### src/sv/rbd_pkg.sv
`timescale 1ns / 1ps
// ----------------------------------------------------------------------------
// rbd_pkg
// Shared types and constants of the RMS box downscaler.
// ----------------------------------------------------------------------------
package rbd_pkg;

  // Pixel format.
  localparam int NUM_CH = 3;
  localparam int CH_W   = 8;
  localparam int SQ_W   = 2 * CH_W;

  // Configuration port.
  localparam int CFG_W     = 13;
  localparam int CFG_IDX_W = 2;
  localparam int KREG_W    = 5;
  localparam logic [CFG_IDX_W-1:0] CFG_FRAME_WIDTH  = 2'd0;
  localparam logic [CFG_IDX_W-1:0] CFG_FRAME_HEIGHT = 2'd1;
  localparam logic [CFG_IDX_W-1:0] CFG_BLOCK_FACTOR = 2'd2;

  localparam logic [CFG_W-1:0]  RST_FRAME_WIDTH  = 13'd640;
  localparam logic [CFG_W-1:0]  RST_FRAME_HEIGHT = 13'd480;
  localparam logic [KREG_W-1:0] RST_BLOCK_FACTOR = 5'd2;

  // Tallest frame supported.
  localparam int MAX_HEIGHT = 4096;

  // Commands from the controller to the datapath.
  typedef struct packed {
    logic accept;    // take the input pixel and advance the position
    logic wr_sum;    // update the column store with the new square sum
    logic sq_start;  // start the root search
    logic sq_mul;    // square the trial roots
    logic sq_cmp;    // compare scaled squares against the sums
    logic load_out;  // move the roots to the output register
  } rbd_cmd_t;

  // Status from the datapath to the controller.
  typedef struct packed {
    logic pix_valid; // next pixel lies inside a whole block
    logic fire;      // pixel in flight completes a block
    logic sq_last;   // root search is on its last bit
    logic out_busy;  // output register holds an untaken result
  } rbd_sts_t;

endpackage

### src/sv/rbd_ctrl.sv
`timescale 1ns / 1ps
// ----------------------------------------------------------------------------
// rbd_ctrl
// Controller: sequences store update, root search and output load per pixel.
// ----------------------------------------------------------------------------
module rbd_ctrl (
  input  logic              clk,
  input  logic              rst_n,
  input  logic              in_tvalid,
  output logic              in_tready,
  input  rbd_pkg::rbd_sts_t sts,
  output rbd_pkg::rbd_cmd_t cmd
);

  localparam logic [2:0] S_IDLE = 3'd0;
  localparam logic [2:0] S_RD   = 3'd1;
  localparam logic [2:0] S_MUL  = 3'd2;
  localparam logic [2:0] S_CMP  = 3'd3;
  localparam logic [2:0] S_LOAD = 3'd4;

  logic [2:0] state_r, state_nxt;

  // Next state and commands.
  always_comb begin
    state_nxt = state_r;
    cmd       = '0;
    in_tready = 1'b0;
    case (state_r)
      S_IDLE: begin
        in_tready  = 1'b1;
        cmd.accept = in_tvalid;
        if (in_tvalid && sts.pix_valid) begin
          state_nxt = S_RD;
        end
      end
      S_RD: begin
        cmd.wr_sum   = 1'b1;
        cmd.sq_start = 1'b1;
        state_nxt    = sts.fire ? S_MUL : S_IDLE;
      end
      S_MUL: begin
        cmd.sq_mul = 1'b1;
        state_nxt  = S_CMP;
      end
      S_CMP: begin
        cmd.sq_cmp = 1'b1;
        state_nxt  = sts.sq_last ? S_LOAD : S_MUL;
      end
      S_LOAD: begin
        if (!sts.out_busy) begin
          cmd.load_out = 1'b1;
          state_nxt    = S_IDLE;
        end
      end
      default: begin
        state_nxt = S_IDLE;
      end
    endcase
  end

  // State register.
  always_ff @(posedge clk) begin
    if (!rst_n) begin
      state_r <= S_IDLE;
    end else begin
      state_r <= state_nxt;
    end
  end

endmodule

### config.mk
export PLATFORM = sky130hd
export DESIGN_NAME = rbd_ctrl
export DESIGN_NICKNAME = d
export VERILOG_FILES = /design/src/sv/rbd_pkg.sv /design/src/sv/rbd_ctrl.sv
export SDC_FILE = /design/constraint.sdc
export NUM_CORES = 1
export LEC_CHECK = 0
export ABC_AREA = 1
export CORE_AREA = 2 2 39 41
export CTS_BUF_LIST = sky130_fd_sc_hd__clkbuf_2
export CTS_CLUSTER_SIZE = 20
export DETAILED_ROUTE_END_ITERATION = 8
export DIE_AREA = 0 0 41 43
export DONT_BUFFER_PORTS = 1
export PLACE_DENSITY = 0.3
export SYNTH_ARGS = -nofsm -noshare
export SYNTH_HDL_FRONTEND = slang
export SYNTH_SLANG_ARGS = --single-unit
export TNS_END_PERCENT = 5
### constraint.sdc
create_clock -name clk -period 1.5 [get_ports clk]
set_input_delay 0.075 -clock clk [delete_from_list [all_inputs] [get_ports clk]]
set_output_delay 0.075 -clock clk [all_outputs]
set_load 0.02 [all_outputs]
After elaboration in Yosys (flattened, before gate mapping)
Index checks and enable logic that the tools add are counted.
W data, S select, Z words.
{ "classes": {"n_reduce_logical": 3, "mux": 12, "eq_ne": 6} }
{ "op_table": {"columns": ["cell", "count"], "rows": [
  ["$pmux W3 S5", 1],
  ["$mux W3", 3],
  ["$eq A3 B2 Y1 const B", 2],
  ["$mux W1", 6],
  ["$mux W2", 2],
  ["$ne A2 B2 Y1 const B", 2],
  ["$eq A3 B1 Y1 const B", 1],
  ["$eq A3 B3 Y1 const B", 1],
  ["$logic_not A3 Y1", 1],
  ["$reduce_and A2 Y1", 1],
  ["$logic_and A1 B1 Y1", 1]
]} }
{ "totals": {"word_cells": 22, "regBits": 3, "input_bits": 7, "out_inout_bits": 7} }

Depth between registers and ports, before layout
Gate-level depths: netlist of run 1.
{ "logic_depth": {"depth_word": 3, "depth_mapped": 6, "ltp_nobuf": 6} }

Worst setup path before layout of run 1
Ideal clock, no wire load.
{ "synth_path": {"path_kind": "register to output", "startpoint": "register state_r[0]", "endpoint": "output cmd[4] (netlist name)", "required_time_ns": 1.425, "setup_slack_ns": 0.201, "arrival_ns": 1.224, "stages_incl_launch_ff": 4, "n_path_buf": 1, "cell_sequence": "dfxtp_1 -> inv_1 -> nor3_1 -> buf_4"} }
{ "synth_rtl": {"columns": ["element", "line_no", "text"], "rows": [
  ["start: declaration", "rbd_ctrl.sv:21", "logic [2:0] state_r, state_nxt;"],
  ["start signal: assignment", "rbd_ctrl.sv:66", "state_r <= state_nxt;"],
  ["end: declaration", "rbd_ctrl.sv:12", "output rbd_pkg::rbd_cmd_t cmd"]
]} }

==> impl_metrics.yaml, run 1 <==
status:
  status: "completed"
pwr:
  combPwrFrac_pct: 25.6
  worst_ir_drop_vdd_mv: 0.251
  power_density_nw_per_um2: 1040
  clock_power_share_pct: 40.7
  swShare_pct: 34.5
  power.leakage_nw: 0.134
  p_int_mw: 0.183
  p_switching_mw: 0.0962
  seqPwrFrac_pct: 33.7
global_route:
  busiest_layer: "met4"
  use_met2_pct: 9.06
  antenna_found_initial: 0
  grtUsageMet1_pct: 6.11
  grt_max_degree: 7
  grt_util_all_layers_pct: 7.43
  grt_remaining_overflow: 0
  grt_pass1_wl_um: 759
  grt_pass1_vias: 189
  gr-usage-met3_pct: 5.76
clock_network:
  postCtsHoldBufs: 1
  htreeDepth: 1
  clock_latency_ps: 210
  post_cts_buffers: 0
  cts_buffers: 3
  clk_pin_slew_ps: 40
  ctsResizeCount: 0
  cts_tree: "built"
  clock_path_buffers: 2
  clockRootBuffer: "clkbuf_2"
  cts.sinks: 3
critical_path:
  end_kind: "output pin"
  path_cells: "inv_1, nor4_1, buf_4"
  crit_slowest_cell: "dfxtp_1"
  path_buf_inv: 2
  max_stage_delay_ps: 440
  crit_required_ps: 1420
  critPathKind: "reg2out"
  critPathTopFamily: "flip-flops"
  arrival_ps: 1180
  start_kind: "register"
  worstPathMaxFanout: 6
routing:
  remaining_drc_errors: 0
  drtAntennaViolNets: 0
  first_pass_iters: 2
  first_iter_violations: 3
  num_vias: 219
  routed_via_density: 4.06
  finalWirelength_um: 490
  wire_per_inst_um: 9.07
floorplan:
  num_rows: 14
  initial_utilization_pct: 14.0
  die_w_um: 41
  dieHeight_um: 43
  die_area_um2: 1760
  ios: 14
  core_um2: 1380
sta:
  finalCritPeriodShare_pct: 83.8
  slew_viol_final: 0
  setup_violations: 0
  fin_tns_setup_ps: 0
  worst_hold_slack_ps: 84.6
  min_period_ps: 1260
  finalHoldViolCount: 0
  clock_skew_ps: 1.57
  setup_slack_ps: 243
  worstMarginPinSlew_ps: 252
  relSlewSlack_pct: 83.1
  rsz0062_at_grt: "no"
  fmax_mhz: 796
place:
  place_area_um2: 229
  place_ws_ps: 469
  hpwl_um: 383
  io_buffers: 0
  routabilityCongestion: 0.617
final_layout:
  fin_nets: 46
  postLayoutCellArea_um2: 269
  largest_reg_flops: 3
  nFillCells: 165
  synthToLayoutAreaGrowth_pct: 38.7
  fin_util_pct: 19.4
  regMostFlops: "state_r"
  drive_gt1_share_pct: 26.3
  antenna_cells: 0
  multi_input_area_um2: 100
  reg_top3: "state_r (3)"
  register_area_um2: 60.1
flow_run:
  cap_violations: 0
synth:
  synth_area_per_cell_um2: 6.46
  ys_seq_elements: 3
  yosysSeqAreaShare_pct: 31.0
  synth-warning-count: 0
  syn_nets: 37
  synth_area_um2: 194
  synthCells: 30
  ys_types: 13
min_path:
  holdCritPathClass: "in2reg"
cells by family after synthesis:
kind of cell           share of synthesized area, %
AND/OR/NAND/NOR                                49.0
buffers and inverters                          17.4
flip-flops                                     31.0
AO/OA/AOI/OAI                                  2.58
final timing paths:
check / from / to / slack (ps) / cells past startpoint
setup reg to reg: state_r[0]$_SDFFE_PN0P_ / state_r[1]$_SDFFE_PN0P_ / 520 / 6
setup / recovery: state_r[2]$_SDFFE_PN0P_ / cmd[0] / 240 / 3
hold reg to reg: state_r[2]$_SDFFE_PN0P_ / state_r[2]$_SDFFE_PN0P_ / 640 / 2
hold / removal: sts[0] / state_r[2]$_SDFFE_PN0P_ / 80 / 2
Yosys cell counts, drive strengths merged:
library cell	n	area, µm²
nor2	3	18.8
dfxtp	3	60.1
inv	7	26.3
nand3	3	15.0
a21oi	1	5.00
and3	1	7.51
nand2	6	25.0
nand4	2	12.5
nor3	2	10.0
buf	1	7.51
nor4	1	6.26
layout by cell type (no fill, tap or decap), types with 2 or more instances in the layout:
cell type and instances:
buf_4 3, clkbuf_2 4, dfxtp_1 3, dlygate4sd3_1 2, inv_1 7, nand2_1 5
nand3_1 3, nand4_1 2, nor2_1 2, nor3_1 2
layout make-up:
class	instances	share of cell area, %
clock buffers	4	7.44
multi-input cells	19	37.2
inverters	7	9.77
repair buffers	5	15.8
well taps	16	7.44
flip-flops and latches	3	22.3
power groups by stage:
stage | Clock, mW | Combinational, mW | Sequential, mW
after global routing | 0.133 | 0.0790 | 0.0953
after detailed placement | 0 | 0.0680 | 0.0954
final | 0.113 | 0.0714 | 0.0940
after global placement | 0 | 0.0681 | 0.0956
after CTS | 0.120 | 0.0706 | 0.0940
after floorplan | 0 | 0.0553 | 0.0938
metal layers:
metal | share of wire, % | wire, µm | vias to the layer above
met5 | 0 | 0 | -
met4 | 1.4 | 7 | 0
met3 | 15 | 74 | 2
met2 | 51 | 252 | 7
met1 | 32 | 156 | 98
li1 | - | - | 112
through the flow:
step	std cells	power [mW]
detailed placement	48	0.163
global route	54	0.307
floorplan	30	0.149
finish	54	0.279
global placement	48	0.164
CTS	53	0.284
(Power assumes the default switching activity.)
==> run 2: changes to the inputs <==
- ABC_AREA: 1 -> 0
- PLACE_DENSITY: 0.3 -> 0.32
- clock period: 1.5 -> 1.1 ns (I/O delays scaled with it)
==> impl_metrics.yaml, run 2 <==
status:
  status: "completed"
min_path:
  holdCritPathClass: "in2reg"
floorplan:
  core_um2: 1380
  initial_utilization_pct: 18.5
  die_area_um2: 1760
  dieHeight_um: 43
  num_rows: 14
  die_w_um: 41
  ios: 14
routing:
  remaining_drc_errors: 0
  drtAntennaViolNets: 0
  finalWirelength_um: 595
  num_vias: 232
  first_pass_iters: 2
  first_iter_violations: 6
  wire_per_inst_um: 11.4
  routed_via_density: 4.46
final_layout:
  final_cell_mix: "4 x clkbuf_2, 4 x buf_4, 3 x nand2_1, 3 x buf_6"
  synthToLayoutAreaGrowth_pct: 51.7
  regMostFlops: "state_r"
  fin_util_pct: 28.1
  largest_reg_flops: 3
  fin_cells: 52
  nFillCells: 158
  drive_gt1_share_pct: 63.9
  fin_nets: 44
  postLayoutCellArea_um2: 389
  antenna_cells: 0
  reg_top3: "state_r (3)"
place:
  dp_cells: 45
  io_buffers: 0
  routabilityCongestion: 0.585
  place_area_um2: 299
  hpwl_um: 400
  place_ws_ps: 10.2
synth:
  synth.top_cell.area_share_pct: 23.4
  yosysSeqAreaShare_pct: 23.4
  synth_area_um2: 256
  syn_nets: 34
  synth_common_cells: "3 x buf_4, 3 x dfxtp_1, 3 x nand2_1"
  async_flop_share_pct: 0
  synth_edf_count: 0
  ys.flop_type: "dfxtp_1"
  ys_seq_elements: 3
  synth_area_per_cell_um2: 9.50
  synth_area_leader_cell: "dfxtp_1"
  synthCells: 27
  synthTopCellsByArea: "dfxtp_1 23%, o41ai_4 11%, a211oi_2 9.8%, buf_4 8.8%, and3b_1 6.8%"
  synth-warning-count: 0
  ys_types: 17
sta:
  min_period_ps: 1080
  rsz0062_at_grt: "yes"
  worst_hold_slack_ps: 7.88
  setup_slack_ps: 17.7
  worstMarginPinSlew_ps: 307
  fin_tns_setup_ps: 0
  finalHoldViolCount: 0
  finalCritPeriodShare_pct: 98.4
  setup_violations: 0
  fmax_mhz: 924
  slew_viol_final: 0
  clock_skew_ps: 4.23
  relSlewSlack_pct: 79.4
clock_network:
  clock_path_buffers: 2
  clk_pin_slew_ps: 50
  cts.sinks: 3
  clock_latency_ps: 220
  cts_buffers: 3
  clockRootBuffer: "clkbuf_2"
  cts_tree: "built"
  htreeDepth: 1
global_route:
  antenna_found_initial: 0
  grt_remaining_overflow: 0
  grt_pass1_wl_um: 862
  grt_util_all_layers_pct: 8.23
  grt_pass1_vias: 223
  grt_max_degree: 11
pwr:
  power.leakage_nw: 0.153
  power_density_nw_per_um2: 951
  worst_ir_drop_vdd_mv: 0.261
  finalPower_mw: 0.370
critical_path:
  start_kind: "register"
  worstPathMaxFanout: 4
  critPathKind: "reg2out"
  crit_required_ps: 1040
  end_kind: "output pin"
  arrival_ps: 1030
flow_run:
  cap_violations: 0
-- run 2: routing by layer --
metal	part of all wire (%)	wire length (µm)	vias up	track usage [%]
li1	-	-	112	-
met1	35	209	107	6.43
met2	54	319	10	11.9
met3	7.6	45	3	4.71
met4	3.5	21	0	10.0
met5	0	0	-	0
-- run 2: logic make-up (layout without fill, tap and decap cells) --
| group | after synthesis | after routing | synth area share [%] |
|---|---|---|---|
| and+or+nand+nor | 16 | 16 | 42.4 |
| AOI/OAI and AO/OA | 4 | 4 | 23.4 |
| DFF | 3 | 3 | 23.4 |
| buffers and inverters | 4 | 13 | 10.7 |
-- run 2: what timing repair did --
action                                  4_1_cts  5_1_grt
endpoints found under the hold margin         3        0
resized for setup                             6        8
pin swaps                                     1        6
setup buffers                                 0        1
endpoints found under the setup margin        6        9
gates cloned                                  0        0
hold buffers                                  2        0
-- run 2: final cells by class --
class / count / area (µm²) / area share (%)
multi-input combinational: 20 / 196 / 50.5
timing repair buffer: 9 / 83.8 / 21.5
sequential: 3 / 68.8 / 17.7
clock buffer: 4 / 20.0 / 5.14
tap: 16 / 20.0 / 5.14
-- run 2: path summary, 6_finish.rpt --
| kind | slack [ps] | end | startpoint | cells past startpoint |
|---|---|---|---|---|
| worst min register to register | 530 | state_r[0]$_SDFFE_PN0P_ | state_r[0]$_SDFFE_PN0P_ | 1 |
| worst max register to register | 20 | state_r[0]$_SDFFE_PN0P_ | state_r[2]$_SDFFE_PN0P_ | 4 |
| worst min-delay path | 8 | state_r[1]$_SDFFE_PN0P_ | sts[2] | 2 |
| worst max-delay path | 20 | cmd[4] | state_r[2]$_SDFFE_PN0P_ | 3 |
-- run 2: where the power goes --
part	internal (mW)	switching, mW
clock network	0.0960	0.0714
registers	0.111	0.0143
logic	0.0412	0.0364
-- run 2: worst max-delay path, stage by stage, from the launching register on --
cell     delay, ps
dfxtp_2        330
buf_6          130
nor3b_4        180
buf_6          160
